**config.mk**
```make
export PLATFORM = sky130hd
export DESIGN_NAME = timed_obstacle_avoidance_fsm_flat
export DESIGN_NICKNAME = d
export VERILOG_FILES = /design/src/rtl/toa_pkg.sv /design/src/rtl/toa_in_if.sv /design/src/rtl/toa_out_if.sv /design/src/rtl/toa_cfg.sv /design/src/rtl/toa_core.sv /design/src/rtl/timed_obstacle_avoidance_fsm.sv /design/src/flat_wrapper.sv
export VERILOG_INCLUDE_DIRS = /design/src /design/src/rtl
export SDC_FILE = /design/constraint.sdc
export NUM_CORES = 1
export LEC_CHECK = 0
export ABC_AREA = 0
export BUFFER_PORTS_ARGS = -buffer_cell sky130_fd_sc_hd__buf_2
export CAP_MARGIN = 0
export CORE_MARGIN = 2
export CORE_UTILIZATION = 30
export DETAILED_ROUTE_END_ITERATION = 8
export GPL_TIMING_DRIVEN = 0
export HOLD_SLACK_MARGIN = 0.12
export MAX_ROUTING_LAYER = met4
export PLACE_DENSITY = 0.53
export SLEW_MARGIN = 20
export SYNTH_ARGS = -nofsm -noshare
export SYNTH_HDL_FRONTEND = slang
export SYNTH_SLANG_ARGS = --single-unit
```
**constraint.sdc**
```tcl
create_clock -name clk_i -period 8 [get_ports clk_i]
set_input_delay 1.2 -clock clk_i [delete_from_list [all_inputs] [get_ports clk_i]]
set_output_delay 1.2 -clock clk_i [all_outputs]
set_load 0.03 [all_outputs]
```
**src/rtl/timed_obstacle_avoidance_fsm_macros.svh**
```systemverilog
// Assertion macros for the timed obstacle avoidance controller.
// Included by files that carry concurrent checks; depends on nothing.
`ifndef TIMED_OBSTACLE_AVOIDANCE_FSM_MACROS_SVH
`define TIMED_OBSTACLE_AVOIDANCE_FSM_MACROS_SVH

// Same-cycle implication, disabled while reset is asserted
`define TOA_ASSERT_NOW(lbl, clk, rstn, ante, cons, msg) \
  lbl: assert property (@(posedge clk) disable iff (!(rstn)) (ante) |-> (cons)) \
    else $error(msg);

// Next-cycle implication, disabled while reset is asserted
`define TOA_ASSERT_NEXT(lbl, clk, rstn, ante, cons, msg) \
  lbl: assert property (@(posedge clk) disable iff (!(rstn)) (ante) |=> (cons)) \
    else $error(msg);

`endif

```
**src/rtl/toa_pkg.sv**
```systemverilog
// Shared types, constants and helpers for the obstacle avoidance controller.
// No dependencies; all other RTL files but the macros header use this package.
`default_nettype none

package toa_pkg;

  // Default sizes
  localparam int unsigned TIME_BITS_DEF = 32;
  localparam int unsigned DIST_BITS_DEF = 10;

  // Register and field widths
  localparam int unsigned SAFE_W     = 10;
  localparam int unsigned SPEED_W    = 8;
  localparam int unsigned DUR_W      = 16;
  localparam int unsigned ACT_W      = 3;
  localparam int unsigned CFG_IDX_W  = 3;
  localparam int unsigned CFG_DATA_W = 16;

  // A zero distance reading means no echo; treat it as this far away
  localparam int unsigned NO_ECHO_CM = 300;

  // Register reset values
  localparam logic [SAFE_W-1:0]  SAFE_DIST_RST      = SAFE_W'(15);
  localparam logic [SPEED_W-1:0] FWD_PWM_RST        = SPEED_W'(200);
  localparam logic [SPEED_W-1:0] TURN_PWM_RST       = SPEED_W'(180);
  localparam logic [SPEED_W-1:0] BACKUP_SPEED_RST   = SPEED_W'(180);
  localparam logic [DUR_W-1:0]   TURN_MS_RST        = DUR_W'(300);
  localparam logic [DUR_W-1:0]   BACKUP_MS_RST      = DUR_W'(300);
  localparam logic [DUR_W-1:0]   SECOND_TURN_MS_RST = DUR_W'(400);

  typedef enum logic [ACT_W-1:0] {
    ACT_STOP  = 3'd0,
    ACT_FWD   = 3'd1,
    ACT_RIGHT = 3'd2,
    ACT_LEFT  = 3'd3,
    ACT_BACK  = 3'd4
  } action_e;

  typedef enum logic [CFG_IDX_W-1:0] {
    CFG_SAFE_DIST      = 3'd0,
    CFG_FWD_PWM        = 3'd1,
    CFG_TURN_PWM       = 3'd2,
    CFG_BACKUP_SPEED   = 3'd3,
    CFG_TURN_MS        = 3'd4,
    CFG_BACKUP_MS      = 3'd5,
    CFG_SECOND_TURN_MS = 3'd6
  } cfg_idx_e;

  typedef struct packed {
    logic [SAFE_W-1:0]  block_dist;
    logic [SPEED_W-1:0] fwd_pwm;
    logic [SPEED_W-1:0] turn_pwm;
    logic [SPEED_W-1:0] backup_speed;
    logic [DUR_W-1:0]   turn_ms;
    logic [DUR_W-1:0]   backup_ms;
    logic [DUR_W-1:0]   second_turn_ms;
  } cfg_t;

  typedef struct packed {
    action_e            action;
    logic [SPEED_W-1:0] speed;
    logic               issued;
  } res_t;

  // Motor PWM for a given action
  function automatic logic [SPEED_W-1:0] speed_of(action_e act, cfg_t cfg);
    logic [SPEED_W-1:0] sp;
    case (act)
      ACT_FWD:   sp = cfg.fwd_pwm;
      ACT_RIGHT: sp = cfg.turn_pwm;
      ACT_LEFT:  sp = cfg.turn_pwm;
      ACT_BACK:  sp = cfg.backup_speed;
      default:   sp = '0;
    endcase
    return sp;
  endfunction

endpackage

`default_nettype wire

```
**src/rtl/toa_in_if.sv**
```systemverilog
// Input channel: one control pass (time and two distances) per beat.
// Depends on toa_pkg for default sizes.
`default_nettype none

interface toa_in_if #(
  parameter int unsigned TIME_BITS = toa_pkg::TIME_BITS_DEF,
  parameter int unsigned DIST_BITS = toa_pkg::DIST_BITS_DEF
);
  logic                 valid;
  logic                 ready;
  logic [TIME_BITS-1:0] now_ms;
  logic [DIST_BITS-1:0] left_cm;
  logic [DIST_BITS-1:0] right_cm;

  modport source (output valid, now_ms, left_cm, right_cm, input ready);
  modport sink   (input valid, now_ms, left_cm, right_cm, output ready);
endinterface

`default_nettype wire

```
**src/rtl/toa_out_if.sv**
```systemverilog
// Output channel: one motor command result per beat.
// Depends on toa_pkg for field widths.
`default_nettype none

interface toa_out_if;
  logic                        valid;
  logic                        ready;
  logic [toa_pkg::ACT_W-1:0]   action;
  logic [toa_pkg::SPEED_W-1:0] left_speed;
  logic [toa_pkg::SPEED_W-1:0] right_speed;
  logic                        command_issued;

  modport source (output valid, action, left_speed, right_speed, command_issued,
                  input ready);
  modport sink   (input valid, action, left_speed, right_speed, command_issued,
                  output ready);
endinterface

`default_nettype wire

```
**src/rtl/toa_cfg.sv**
```systemverilog
// Configuration register file: thresholds, speeds and durations.
// Depends on toa_pkg (cfg_t, register indexes, reset values).
`default_nettype none

module toa_cfg (
  input  wire logic                               clk_i,
  input  wire logic                               rst_ni,
  input  wire logic                               we_i,
  input  wire logic [toa_pkg::CFG_IDX_W-1:0]      idx_i,
  input  wire logic [toa_pkg::CFG_DATA_W-1:0]     wdata_i,
  output toa_pkg::cfg_t                           cfg_o
);
  import toa_pkg::*;

  cfg_t cfg_q, cfg_d;

  // Write decode; unknown indexes are dropped
  always_comb begin
    cfg_d = cfg_q;
    if (we_i) begin
      case (cfg_idx_e'(idx_i))
        CFG_SAFE_DIST:      cfg_d.block_dist     = wdata_i[SAFE_W-1:0];
        CFG_FWD_PWM:        cfg_d.fwd_pwm        = wdata_i[SPEED_W-1:0];
        CFG_TURN_PWM:       cfg_d.turn_pwm       = wdata_i[SPEED_W-1:0];
        CFG_BACKUP_SPEED:   cfg_d.backup_speed   = wdata_i[SPEED_W-1:0];
        CFG_TURN_MS:        cfg_d.turn_ms        = wdata_i[DUR_W-1:0];
        CFG_BACKUP_MS:      cfg_d.backup_ms      = wdata_i[DUR_W-1:0];
        CFG_SECOND_TURN_MS: cfg_d.second_turn_ms = wdata_i[DUR_W-1:0];
        default: ;
      endcase
    end
  end

  always_ff @(posedge clk_i or negedge rst_ni) begin
    if (!rst_ni) begin
      cfg_q.block_dist     <= SAFE_DIST_RST;
      cfg_q.fwd_pwm        <= FWD_PWM_RST;
      cfg_q.turn_pwm       <= TURN_PWM_RST;
      cfg_q.backup_speed   <= BACKUP_SPEED_RST;
      cfg_q.turn_ms        <= TURN_MS_RST;
      cfg_q.backup_ms      <= BACKUP_MS_RST;
      cfg_q.second_turn_ms <= SECOND_TURN_MS_RST;
    end else begin
      cfg_q <= cfg_d;
    end
  end

  assign cfg_o = cfg_q;

endmodule

`default_nettype wire

```
**src/rtl/toa_core.sv**
```systemverilog
// Decision logic and controller state (current action, deadline, queued action).
// Depends on toa_pkg; state advances once per pass when step_i is high.
`default_nettype none

module toa_core #(
  parameter int unsigned TIME_BITS = toa_pkg::TIME_BITS_DEF,
  parameter int unsigned DIST_BITS = toa_pkg::DIST_BITS_DEF
) (
  input  wire logic                 clk_i,
  input  wire logic                 rst_ni,
  input  wire logic                 step_i,
  input  wire logic [TIME_BITS-1:0] now_i,
  input  wire logic [DIST_BITS-1:0] left_i,
  input  wire logic [DIST_BITS-1:0] right_i,
  input  wire toa_pkg::cfg_t        cfg_i,
  output toa_pkg::res_t             res_o
);
  import toa_pkg::*;

  // Compare width covers the distance port, the threshold and the no-echo value
  localparam int unsigned CMP_BITS = (DIST_BITS > SAFE_W) ? DIST_BITS : SAFE_W;

  action_e              cur_q, cur_d, pend_q, pend_d, cur_eff;
  logic [TIME_BITS-1:0] dl_q, dl_d;
  logic [DUR_W-1:0]     pdur_q, pdur_d, dur;
  logic                 use_timer, issued, timed, running;
  logic [CMP_BITS-1:0]  left_eff, right_eff, safe_ext;
  logic                 lclear, rclear;

  // No-echo substitution and threshold compare
  assign left_eff  = (left_i == '0)  ? CMP_BITS'(NO_ECHO_CM) : CMP_BITS'(left_i);
  assign right_eff = (right_i == '0) ? CMP_BITS'(NO_ECHO_CM) : CMP_BITS'(right_i);
  assign safe_ext  = CMP_BITS'(cfg_i.block_dist);
  assign lclear    = left_eff > safe_ext;
  assign rclear    = right_eff > safe_ext;

  // Next state for one pass
  always_comb begin
    timed     = dl_q != '0;
    running   = timed && (now_i < dl_q);
    cur_eff   = timed ? ACT_STOP : cur_q;
    cur_d     = cur_q;
    dl_d      = dl_q;
    pend_d    = pend_q;
    pdur_d    = pdur_q;
    issued    = 1'b0;
    dur       = '0;
    use_timer = 1'b0;
    if (!running) begin
      if (timed && (pend_q != ACT_STOP)) begin
        // expired with a queued action: start it and finish the pass
        cur_d     = pend_q;
        dur       = pdur_q;
        use_timer = 1'b1;
        pend_d    = ACT_STOP;
        pdur_d    = '0;
        issued    = 1'b1;
      end else begin
        // expired (stop issued) or untimed: decide from the distances
        cur_d  = cur_eff;
        dl_d   = '0;
        issued = timed;
        if (lclear && rclear) begin
          if (cur_eff != ACT_FWD) begin
            cur_d  = ACT_FWD;
            issued = 1'b1;
          end
        end else if (!lclear && rclear) begin
          cur_d     = ACT_RIGHT;
          dur       = cfg_i.turn_ms;
          use_timer = 1'b1;
          issued    = 1'b1;
        end else if (lclear) begin
          cur_d     = ACT_LEFT;
          dur       = cfg_i.turn_ms;
          use_timer = 1'b1;
          issued    = 1'b1;
        end else begin
          cur_d     = ACT_BACK;
          dur       = cfg_i.backup_ms;
          use_timer = 1'b1;
          pend_d    = ACT_RIGHT;
          pdur_d    = cfg_i.second_turn_ms;
          issued    = 1'b1;
        end
      end
    end
    // zero duration, or a sum that wraps to zero, leaves the action untimed
    if (use_timer) begin
      dl_d = (dur != '0) ? (now_i + TIME_BITS'(dur)) : '0;
    end
  end

  // Result of this pass
  always_comb begin
    res_o.action = cur_d;
    res_o.speed  = speed_of(cur_d, cfg_i);
    res_o.issued = issued;
  end

  always_ff @(posedge clk_i or negedge rst_ni) begin
    if (!rst_ni) begin
      cur_q  <= ACT_STOP;
      dl_q   <= '0;
      pend_q <= ACT_STOP;
      pdur_q <= '0;
    end else if (step_i) begin
      cur_q  <= cur_d;
      dl_q   <= dl_d;
      pend_q <= pend_d;
      pdur_q <= pdur_d;
    end
  end

endmodule

`default_nettype wire

```
**src/rtl/timed_obstacle_avoidance_fsm.sv**
```systemverilog
// Channel  | Dir | Fields                                          | Beat
// ---------+-----+-------------------------------------------------+-------------------
// in_i     | in  | now_ms, left_cm, right_cm                       | one control pass
// out_o    | out | action, left_speed, right_speed, command_issued | one motor result
// cfg      | in  | cfg_we_i, cfg_idx_i, cfg_wdata_i                | one register write
//
// Path: an input beat is held in the input register, its result in the result register.
// Throughput: one pass per cycle unless out_o stalls; one compare stage and one deadline adder.
// Reset: asynchronous, clears the controller state and loads the register defaults.
// Stalls: a stalled result holds the output register; the input register keeps taking a
// beat whenever it is empty or moves into the output register in the same cycle.
`default_nettype none
`include "timed_obstacle_avoidance_fsm_macros.svh"

module timed_obstacle_avoidance_fsm #(
  parameter int unsigned TIME_BITS = toa_pkg::TIME_BITS_DEF,
  parameter int unsigned DIST_BITS = toa_pkg::DIST_BITS_DEF
) (
  input  wire logic                           clk_i,
  input  wire logic                           rst_ni,
  toa_in_if.sink                              in_i,
  toa_out_if.source                           out_o,
  input  wire logic                           cfg_we_i,
  input  wire logic [toa_pkg::CFG_IDX_W-1:0]  cfg_idx_i,
  input  wire logic [toa_pkg::CFG_DATA_W-1:0] cfg_wdata_i
);
  import toa_pkg::*;

  cfg_t                 cfg;
  res_t                 res, out_res_q;
  logic                 s1_valid_q, out_valid_q, adv, in_fire;
  logic                 s1_stall, out_stop;
  logic [TIME_BITS-1:0] s1_now_q;
  logic [DIST_BITS-1:0] s1_left_q, s1_right_q;

  // Handshake: the pass moves on when the result register is free or draining
  assign adv        = s1_valid_q && (!out_valid_q || out_o.ready);
  assign in_i.ready = !s1_valid_q || adv;
  assign in_fire    = in_i.valid && in_i.ready;

  toa_cfg u_cfg (
    .clk_i   (clk_i),
    .rst_ni  (rst_ni),
    .we_i    (cfg_we_i),
    .idx_i   (cfg_idx_i),
    .wdata_i (cfg_wdata_i),
    .cfg_o   (cfg)
  );

  toa_core #(
    .TIME_BITS (TIME_BITS),
    .DIST_BITS (DIST_BITS)
  ) u_core (
    .clk_i   (clk_i),
    .rst_ni  (rst_ni),
    .step_i  (adv),
    .now_i   (s1_now_q),
    .left_i  (s1_left_q),
    .right_i (s1_right_q),
    .cfg_i   (cfg),
    .res_o   (res)
  );

  // Input register
  always_ff @(posedge clk_i or negedge rst_ni) begin
    if (!rst_ni) begin
      s1_valid_q <= 1'b0;
    end else if (in_i.ready) begin
      s1_valid_q <= in_i.valid;
    end
  end

  always_ff @(posedge clk_i) begin
    if (in_fire) begin
      s1_now_q   <= in_i.now_ms;
      s1_left_q  <= in_i.left_cm;
      s1_right_q <= in_i.right_cm;
    end
  end

  // Result register
  always_ff @(posedge clk_i or negedge rst_ni) begin
    if (!rst_ni) begin
      out_valid_q <= 1'b0;
    end else if (!out_valid_q || out_o.ready) begin
      out_valid_q <= s1_valid_q;
    end
  end

  always_ff @(posedge clk_i) begin
    if (adv) begin
      out_res_q <= res;
    end
  end

  assign out_o.valid          = out_valid_q;
  assign out_o.action         = out_res_q.action;
  assign out_o.left_speed     = out_res_q.speed;
  assign out_o.right_speed    = out_res_q.speed;
  assign out_o.command_issued = out_res_q.issued;

  // Checks
  assign s1_stall = s1_valid_q && !adv;
  assign out_stop = out_valid_q && (out_res_q.action == ACT_STOP);

  `TOA_ASSERT_NEXT(a_pass_held, clk_i, rst_ni, s1_stall, s1_valid_q, "pass lost in stall")
  `TOA_ASSERT_NEXT(a_result_loaded, clk_i, rst_ni, adv, out_valid_q, "pass left no result")
  `TOA_ASSERT_NOW(a_stop_idle, clk_i, rst_ni, out_stop, out_res_q.speed == '0, "speed on stop")

endmodule

`default_nettype wire

```
**src/flat_wrapper.sv**
```systemverilog
// flat-port wrapper written by rule: the top's interface ports become plain ports
module timed_obstacle_avoidance_fsm_flat import toa_pkg::*;
#(
  parameter int unsigned TIME_BITS = toa_pkg::TIME_BITS_DEF,
  parameter int unsigned DIST_BITS = toa_pkg::DIST_BITS_DEF
)
  (clk_i, rst_ni, cfg_we_i, cfg_idx_i, cfg_wdata_i, in_i_valid, in_i_now_ms, in_i_left_cm, in_i_right_cm, in_i_ready, out_o_valid, out_o_action, out_o_left_speed, out_o_right_speed, out_o_command_issued, out_o_ready);
  toa_in_if #(.TIME_BITS(TIME_BITS), .DIST_BITS(DIST_BITS)) in_i_i ();
  toa_out_if out_o_i ();
  input  wire logic clk_i;
  input  wire logic rst_ni;
  input  wire logic cfg_we_i;
  input  wire logic [toa_pkg::CFG_IDX_W-1:0] cfg_idx_i;
  input  wire logic [toa_pkg::CFG_DATA_W-1:0] cfg_wdata_i;
  input wire logic [$bits(in_i_i.valid)-1:0] in_i_valid;
  input wire logic [$bits(in_i_i.now_ms)-1:0] in_i_now_ms;
  input wire logic [$bits(in_i_i.left_cm)-1:0] in_i_left_cm;
  input wire logic [$bits(in_i_i.right_cm)-1:0] in_i_right_cm;
  output wire logic [$bits(in_i_i.ready)-1:0] in_i_ready;
  output wire logic [$bits(out_o_i.valid)-1:0] out_o_valid;
  output wire logic [$bits(out_o_i.action)-1:0] out_o_action;
  output wire logic [$bits(out_o_i.left_speed)-1:0] out_o_left_speed;
  output wire logic [$bits(out_o_i.right_speed)-1:0] out_o_right_speed;
  output wire logic [$bits(out_o_i.command_issued)-1:0] out_o_command_issued;
  input wire logic [$bits(out_o_i.ready)-1:0] out_o_ready;
  assign in_i_i.valid = in_i_valid;
  assign in_i_i.now_ms = in_i_now_ms;
  assign in_i_i.left_cm = in_i_left_cm;
  assign in_i_i.right_cm = in_i_right_cm;
  assign in_i_ready = in_i_i.ready;
  assign out_o_valid = out_o_i.valid;
  assign out_o_action = out_o_i.action;
  assign out_o_left_speed = out_o_i.left_speed;
  assign out_o_right_speed = out_o_i.right_speed;
  assign out_o_command_issued = out_o_i.command_issued;
  assign out_o_i.ready = out_o_ready;
  timed_obstacle_avoidance_fsm #(.TIME_BITS(TIME_BITS), .DIST_BITS(DIST_BITS)) u_core (.clk_i(clk_i), .rst_ni(rst_ni), .in_i(in_i_i), .out_o(out_o_i), .cfg_we_i(cfg_we_i), .cfg_idx_i(cfg_idx_i), .cfg_wdata_i(cfg_wdata_i));
endmodule
```
* Word-level counts from Yosys, hierarchy flattened
Index checks and enable logic that the tools add are counted.
Operators by class: $add $sub $neg 1, $lt $le $gt $ge 3, eq/ne operators 16, multiplexer cells 33, bitwise logic cells 1, reductions and logical operators 27
Operators by type and width (number):
- $mux 16 | 9
- $mux 32 | 4
- $mux 3 | 11
- $add 32x16->32 | 1
- $lt 32x32->1 | 1
- $reduce_bool 32->1 | 1
- $pmux 8 s3 | 1
- $gt 10x10->1 | 2
- $logic_not 10->1 | 2
- $mux 10 | 2
- $reduce_bool 16->1 | 1
- $reduce_and 2->1 | 7
- $eq 3x2->1 const B | 4
- $eq 3x3->1 const B | 4
- $ne 2x2->1 const B | 4
- $eq 3x1->1 const B | 2
- $logic_and 1x1->1 | 6
- $mux 1 | 6
- $reduce_and 5->1 | 1
- $logic_not 1->1 | 3
- $logic_not 3->1 | 1
- $ne 3x1->1 const B | 1
- $reduce_and 3->1 | 1
- $reduce_bool 3->1 | 1
- 4 further kinds | 5
Word-level totals: register bits after elaboration 202, output and inout bits 22

* Longest topological paths before layout
Gate-level depths: netlist of the first run.
word-level depth 12, gate-level depth with buffers 29, mapped depth without buffers 29

* Hierarchy
A second synthesis of the first run with hierarchy kept.
Second synthesis, totals: cells, all modules 915, area total of the unflattened synthesis 10685.2 µm²
Modules (own cells, without submodules):
- toa_core | times used 1, cells an instance 656, area an instance 5411.4 µm², seq. area each 1301.2 µm²
- toa_cfg | times used 1, cells an instance 179, area an instance 3188.1 µm², seq. area each 2084.5 µm²
- timed_obstacle_avoidance_fsm | times used 1, cells an instance 80, area an instance 2085.8 µm², seq. area each 1971.9 µm²

* Worst setup path after synthesis of the first run
No wires, ideal clock.
kind register to register, start reg u_core.s1_left_q[9], end reg u_core.u_core.dl_q[26], library setup time 0.142 ns, data arrival time 5.494 ns, data required time 7.858 ns, slack 2.364 ns, stages on the path, launching flop included 27, period minus slack after synthesis 5.636 ns, path through edfxtp_1 nor4_1 nand3_1 nand2b_1 ha_1 a21oi_2 o21ai_2 a2111o_1 o31ai_1 ha_1 or2_2 a2111oi_4 nor2_4 buf_1 mux2_2 a22oi_1 nor2_1 ha_1 a21o_1 a221o_1 a31o_2 a41oi_1 o21ai_0 o21a_1 and3_1 xnor2_1 o22ai_2
On the way: cells in the longest elaborated chain, start to end 12, elaborated cells on any way between the ends 21, those cells by class add/sub (1); order compare (1); eq/ne (2); mux (11); reduce/logical (6)
Ends and longest elaborated chain:
- from (decl) | RTL line timed_obstacle_avoidance_fsm.sv:34 | logic [DIST_BITS-1:0] s1_left_q, s1_right_q;
- from (signal assigned) | RTL line timed_obstacle_avoidance_fsm.sv:76 | s1_left_q <= in_i.left_cm;
- $logic_not 10->1 | RTL line toa_core.sv:31 | assign left_eff = (left_i == '0) ? CMP_BITS'(NO_ECHO_CM) : CMP_BITS'(left_i);
- $mux 10 * | RTL line toa_core.sv:31
- $gt 10x10->1 * | RTL line toa_core.sv:34 | assign lclear = left_eff > safe_ext;
- $logic_not 1->1 | RTL line toa_core.sv:68 | end else if (!lclear && rclear) begin
- $logic_and 1x1->1 | RTL line toa_core.sv:68
- $mux 16 | RTL line toa_core.sv:68
- $mux 16 | RTL line toa_core.sv:63 | if (lclear && rclear) begin
- $mux 16 | RTL line toa_core.sv:50 | if (timed && (pend_q != ACT_STOP)) begin
- $mux 16 | RTL line toa_core.sv:49 | if (!running) begin
- $add 32x16->32 / $reduce_bool 16->1 (equally long branches) | RTL line toa_core.sv:90 | dl_d = (dur != '0) ? (now_i + TIME_BITS'(dur)) : '0;
- $mux 32 | RTL line toa_core.sv:90
- $mux 32 | RTL line toa_core.sv:89 | if (use_timer) begin
- to (signal assigned) | RTL line toa_core.sv:109 | dl_q <= dl_d;
- to (decl) | RTL line toa_core.sv:24 | logic [TIME_BITS-1:0] dl_q, dl_d;
Mark *: on every way between the ends. The rest lies on a longest branch, timed or not. A chain may end at the register's enable or synchronous reset.

* Final worst setup path of the first run
start reg u_core.s1_left_q[9], end reg u_core.u_core.dl_q[31]
The elaborated chain is that of the path after synthesis.

==> impl_metrics.json, run 1 <==
{
  "outcome": "completed",
  "power.internal_w": 0.00185,
  "drc": 0,
  "grt_pass1_vias": 7233,
  "antenna_found_initial": 3,
  "worst_slew_pin_slew_ps": 1060,
  "drt_iter0_markers": 338,
  "place_area_mm2": 0.0117,
  "worst_path_max_delay_cell": "buf_1",
  "holdPathStages": 1,
  "clock_latency_ps": 450,
  "cap_violations": 0,
  "ff2ff_path_depth": 27,
  "cts_sinks": 200,
  "yosysTopAreaCell": "dfrtp_1",
  "synth_top_cell_area_share_pct": 26.0,
  "cp.arrival_ps": 7120,
  "fin_total_pwr_w": 0.00264,
  "ios": 98,
  "clock_power_share_pct": 33.1,
  "fin_nets": 1156,
  "ys_seq_area_share_pct": 50.6,
  "hp-class": "register to register",
  "synth_compound_area_share_pct": 14.5,
  "maxSlewHeadroom_pct": 28.8,
  "final_cell_area_mm2": 0.0123,
  "rows": 68,
  "synth_top_family_by_area": "compound AO/OA/AOI/OAI gates",
  "postRouteAntennaNets": 0,
  "grt_max_degree": 95,
  "syn_area_mm2": 0.0106,
  "yosys_warnings": 0,
  "pwr-share-seq_pct": 48.1,
  "htree_levels": 4,
  "drt-vias-per-instance": 4.84,
  "initial_utilization_pct": 30.6,
  "post-synth-top-count-cell": "dfrtp_1",
  "dp_cells": 1445,
  "switching_share_pct": 30.1,
  "ir_drop_v": 0.000286,
  "hold_viol_final": 0,
  "synth_edf_count": 64,
  "syn_avg_cell_area_um2": 11.9,
  "start_kind": "register",
  "ys_ff_latch": 200,
  "grt_pass1_wl_mm": 40.7,
  "ys_top_cells_by_area": "dfrtp_1 26%, edfxtp_1 18%, mux2_2 9.4%",
  "stdcell_count": 1480,
  "cp.required_ps": 8310,
  "p_sw_w": 0.000795,
  "regToRegSetupSlack_ps": 1200,
  "cts.hold.buffers_added": 0,
  "synth_flop_cell": "dfrtp_1",
  "crit_type": "register to register",
  "wirelength_mm": 25.7,
  "path_buf_inv": 2,
  "cts_resized": 0,
  "holdCritStartpoint": "u_core.s1_valid_q",
  "p_per_area_mw_per_mm2": 214,
  "r2r-end": "u_core.u_core.dl_q[31]",
  "power_leakage_nw": 5.25,
  "synth_cells": 893,
  "critPathTopFamily": "compound AO/OA/AOI/OAI gates",
  "period_share_pct": 85.1,
  "setup_violations": 0,
  "rsz0062_at_grt": "false",
  "hold_ws_ps": 491,
  "coreArea_mm2": 0.0346,
  "cts_tree": "yes",
  "end_kind": "register",
  "clock.fmax_mhz": 147,
  "finalSetupTns_ps": 0,
  "clock_path_buffers": 2,
  "drive_above_1_share_pct": 30.0,
  "dieArea_mm2": 0.0368,
  "finalMaxSlewViolations": 0,
  "min_to": "u_core.out_o.valid",
  "die_x_um": 192,
  "synthArstFlopShare_pct": 68.0,
  "clk_pin_slew_ps": 80,
  "synthTopCellsByCount": "110 x dfrtp_1, 88 x mux2_2, 70 x ha_1",
  "gr-total-overflow": 0,
  "place_congestion": 0.819,
  "yosys.area_share.simple_pct": 10.1,
  "root_buffer": "clkbuf_16",
  "synth_fp_nets": 1040,
  "synth_xor_area_share_pct": 2.32,
  "synth-adder-area-share_pct": 8.46,
  "synth.area.mux_share_pct": 9.79,
  "first_pass_iters": 4,
  "cp_max_fo": 10,
  "syn_to_final_growth_pct": 16.3,
  "cts-buffers-inserted": 17,
  "ys_types": 68,
  "portBuffers": 95,
  "post_drt_wl_per_cell_um": 17.4,
  "fin_worst_skew_ps": 18.4,
  "vias": 7168,
  "p_comb_share_pct": 18.8,
  "grt_usage_pct": 15.0,
  "postCtsSetupRepairBufs": 0,
  "finalCriticalPeriod_ps": 6800,
  "r2r_start": "u_core.s1_left_q[9]",
  "fp.dieH_um": 192,
  "hpwlAfterDp_mm": 19.3,
  "max_stage_delay_ps": 490
}
==> layer usage <==
metal	vias up	track usage (%)	part of all wire, %
met3	18	3.51	3.7
met5	-	-	0
met2	100	23.1	46
li1	3519	-	-
met4	0	4.17	1.9
met1	3531	19.7	48
==> stage by stage <==
| step | worst slack, ps | util, % |
|---|---|---|
| CTS | 1150 | 35.6 |
| floorplan | 2360 | - |
| global route | 594 | 35.6 |
| detailed placement | 1190 | 33.8 |
| global placement | 1270 | 33.6 |
| finish | 1200 | 35.6 |
==> placed cells by master (no fill, tap or decap), drive strengths merged, types with 3 or more instances in the layout <==
cell type	netlist	final
o22ai	30	30
edfxtp	64	64
buf	16	113
nor2	39	39
o2bb2ai	8	8
xnor2	10	10
a221oi	4	4
and4	3	3
a21o	15	15
o21ai	64	64
xor2	18	18
nor3b	4	4
and3	8	8
clkbuf	29	46
dfrtp	110	110
a22oi	23	23
nand3	17	17
inv	54	61
and2	7	7
nand4	11	11
clkinv	1	8
a21oi	24	24
nand2	49	49
diode	0	3
mux2	90	90
a2111oi	4	4
nor3	5	5
nand4b	3	3
nand2b	19	19
nor4	23	23
dfstp	26	26
nor2b	7	7
o31ai	4	4
ha	70	70
or2	3	3
o21a	4	4
a211oi	6	6
==> final cells by class <==
class / count / area, um^2
Fill cell: 3441 / 22300
Timing Repair Buffer: 97 / 533
Clock buffer: 17 / 425
Sequential cell: 200 / 5360
Clock inverter: 15 / 175
Multi-Input combinational cell: 593 / 4810
Tap cell: 455 / 569
Inverter: 55 / 206
Antenna cell: 3 / 7.51
Buffer: 45 / 235
==> worst register-to-register path, cell delays in order, from the launching register on <==
cell       delay, ps
edfxtp_1         390
nor4_1           320
nand3_1          200
nand2b_1         150
ha_1             280
a21oi_1          180
o21ai_2          100
a2111o_1         420
o31ai_1          210
ha_1             330
or2_2            150
a2111oi_4         50
nor2_4           280
buf_1            490
mux2_2           430
a22oi_1          210
nor2_1            80
ha_1             390
nand3_1           90
a2111oi_0        400
a22oi_1          200
a21oi_1          250
a21oi_1          100
nor2b_1          100
clkbuf_1         410
nand3_1          180
xor2_1           190
o22ai_2           80
==> how the worst max path moves through the flow <==
stage                                        end  cells past startpoint  slack [ps]           startpoint
after global placement    u_core.u_core.dl_q[31]                     27        1270  u_core.s1_left_q[4]
after CTS                 u_core.u_core.dl_q[31]                     27        1150  u_core.s1_left_q[9]
after global routing      u_core.u_core.dl_q[23]                     27         590  u_core.s1_left_q[9]
final                     u_core.u_core.dl_q[31]                     27        1200  u_core.s1_left_q[9]
after floorplan           u_core.u_core.dl_q[26]                     26        2360  u_core.s1_left_q[9]
after detailed placement  u_core.u_core.dl_q[31]                     27        1190  u_core.s1_left_q[9]
==> cells by family (layout without fill, tap and decap cells) <==
logic type,after synthesis,after routing
simple gates,202,202
compound gates,200,200
flops,200,200
buf+inv,100,229
mux,92,92
fa+ha+maj,71,71
xor+xnor,28,28
other cells,0,3
==> state kept, by name, indices dropped and copies added (netlist names) <==
register	cells
u_core.out_o.command_issued	1
u_core.s1_valid_q	1
u_core.u_core.pdur_q	16
u_core.out_o.action	3
u_core.s1_now_q	32
u_core.u_cfg.cfg_o	82
u_core.u_core.cur_q	3
u_core.out_o.valid	1
u_core.s1_right_q	10
u_core.u_core.dl_q	32
u_core.s1_left_q	10
u_core.out_o.left_speed	8
u_core.u_core.pend_q	1
==> power by group through the flow <==
stage	combinational (W)	sequential (W)	clock, W
finish	0.000496	0.00127	0.000875
global route	0.000554	0.00128	0.000949
CTS	0.000503	0.00127	0.000906
detailed placement	0.000500	0.00129	0
global placement	0.000485	0.00129	0
floorplan	0.000347	0.00127	0
Power figures use the tool's default switching activity.
==> run 2: changes to the inputs <==
Settings changed: REMOVE_ABC_BUFFERS set to 1.
==> impl_metrics.json, run 2 (synthesized netlist as in run 1, its figures left out) <==
{
  "dieArea_mm2": 0.0368,
  "holdCritStartpoint": "u_core.s1_valid_q",
  "p_comb_share_pct": 18.9,
  "cts.hold.buffers_added": 0,
  "r2r-end": "u_core.u_core.dl_q[31]",
  "rows": 68,
  "finalSetupTns_ps": 0,
  "clock_power_share_pct": 32.7,
  "switching_share_pct": 29.6,
  "cp_max_fo": 16,
  "die_x_um": 192,
  "cp.arrival_ps": 7160,
  "initial_utilization_pct": 30.6,
  "cp.required_ps": 8330,
  "holdPathStages": 1,
  "hold_viol_final": 0,
  "end_kind": "register",
  "period_share_pct": 85.3,
  "maxSlewHeadroom_pct": 25.9,
  "hp-class": "register to register",
  "drt_iter0_markers": 363,
  "grt_max_degree": 79,
  "ff2ff_path_depth": 27,
  "largest_reg_flops": 82,
  "p_per_area_mw_per_mm2": 214,
  "fp.dieH_um": 192,
  "finalCriticalPeriod_ps": 6820,
  "ir_drop_v": 0.000161,
  "rsz0062_at_grt": "false",
  "hpwlAfterDp_mm": 18.8,
  "drt-vias-per-instance": 4.90,
  "root_buffer": "clkbuf_16",
  "dp_cells": 1411,
  "stdcell_count": 1444,
  "wirelength_mm": 25.9,
  "fin_total_pwr_w": 0.00262,
  "finalMaxSlewViolations": 0,
  "outcome": "completed",
  "path_buf_inv": 1,
  "n_antenna_cell": 0,
  "clock_path_buffers": 2,
  "cts_sinks": 200,
  "gr-total-overflow": 0,
  "drc": 0,
  "pwr-share-seq_pct": 48.4,
  "vias": 7077,
  "cap_violations": 0,
  "portBuffers": 97,
  "worst_slew_pin_slew_ps": 1110,
  "power.internal_w": 0.00184,
  "coreArea_mm2": 0.0346,
  "clk_pin_slew_ps": 80,
  "syn_to_final_growth_pct": 15.6,
  "grt_pass1_vias": 7215,
  "grt_pass1_wl_mm": 41.0,
  "fin_worst_skew_ps": 14.6,
  "cts_resized": 0,
  "start_kind": "register",
  "post_drt_wl_per_cell_um": 17.9,
  "critPathTopFamily": "compound AO/OA/AOI/OAI gates",
  "first_pass_iters": 4,
  "antenna_found_initial": 0,
  "power_leakage_nw": 5.23,
  "grt_usage_pct": 15.1,
  "crit_type": "register to register",
  "final_cell_mix": "110 x dfrtp_1, 96 x buf_2, 88 x mux2_2",
  "worst_path_max_delay_cell": "nor2b_1",
  "place_congestion": 0.802,
  "postCtsSetupRepairBufs": 0,
  "r2r_start": "u_core.s1_right_q[1]",
  "mostFrequentLayoutCell": "dfrtp_1",
  "p_sw_w": 0.000774,
  "max_stage_delay_ps": 610,
  "fin_nets": 1123,
  "htree_levels": 4,
  "regToRegSetupSlack_ps": 1180,
  "postRouteAntennaNets": 0,
  "clock.fmax_mhz": 147,
  "drive_above_1_share_pct": 31.4,
  "ios": 98,
  "clock_latency_ps": 450,
  "cts-buffers-inserted": 17,
  "cts_tree": "yes",
  "setup_violations": 0,
  "final.fill_count": 3402,
  "min_to": "u_core.out_o.valid"
}
run 2: cell types whose count changed in the layout (fill, tap and decap cells not counted), sizes merged:
cell	before	now
diode	3	0
clkinvlp	1	0
buf	113	109
inv	61	63
clkbuf	46	19
clkinv	8	5
run 2: how the worst max path moves through the flow:
stage	start	to	slack (ps)	cells after the start
finish	u_core.s1_right_q[1]	u_core.u_core.dl_q[31]	1180	27
global route	u_core.s1_left_q[9]	u_core.u_core.dl_q[19]	470	25
CTS	u_core.s1_left_q[9]	u_core.u_core.dl_q[31]	1070	25
detailed placement	u_core.s1_right_q[1]	u_core.u_core.dl_q[19]	1120	27
global placement	u_core.s1_now_q[28]	u_core.u_core.dl_q[16]	-130	10
floorplan	u_core.s1_left_q[9]	u_core.u_core.dl_q[26]	2470	25
run 2: layer usage:
metal / vias to the layer above / share of wire [%] / GRT usage (%)
li1: 3453 / - / -
met1: 3486 / 47 / 19.5
met2: 111 / 48 / 24.3
met3: 27 / 3.7 / 2.89
met4: 0 / 1.3 / 4.02
met5: - / 0 / -
run 2: cell type report:
class	instances	area, um^2	area share, %
sequential	200	5360	43.8
multi-input combinational	593	4840	39.5
clock buffer	19	443	3.62
timing repair buffer	109	701	5.72
tap	455	569	4.65
inverter	55	206	1.69
clock inverter	13	129	1.05
run 2: metrics by stage:
step	hold slack [ps]	util (%)	setup slack, ps	cell area [um^2]
2_1_floorplan	449	-	2470	10400
3_3_place_gp	453	32.9	-132	11400
3_5_place_dp	484	33.6	1120	11600
4_1_cts	498	35.3	1070	12200
5_1_grt	505	35.4	475	12200
6_report	483	35.4	1180	12200
run 2: power by group through the flow:
stage	Clock, W	Sequential (W)	Combinational [W]
final	0.000855	0.00126	0.000496
after global routing	0.000923	0.00128	0.000552
after CTS	0.000884	0.00127	0.000499
after detailed placement	0	0.00129	0.000496
after global placement	0	0.00129	0.000482
after floorplan	0	0.00128	0.000332
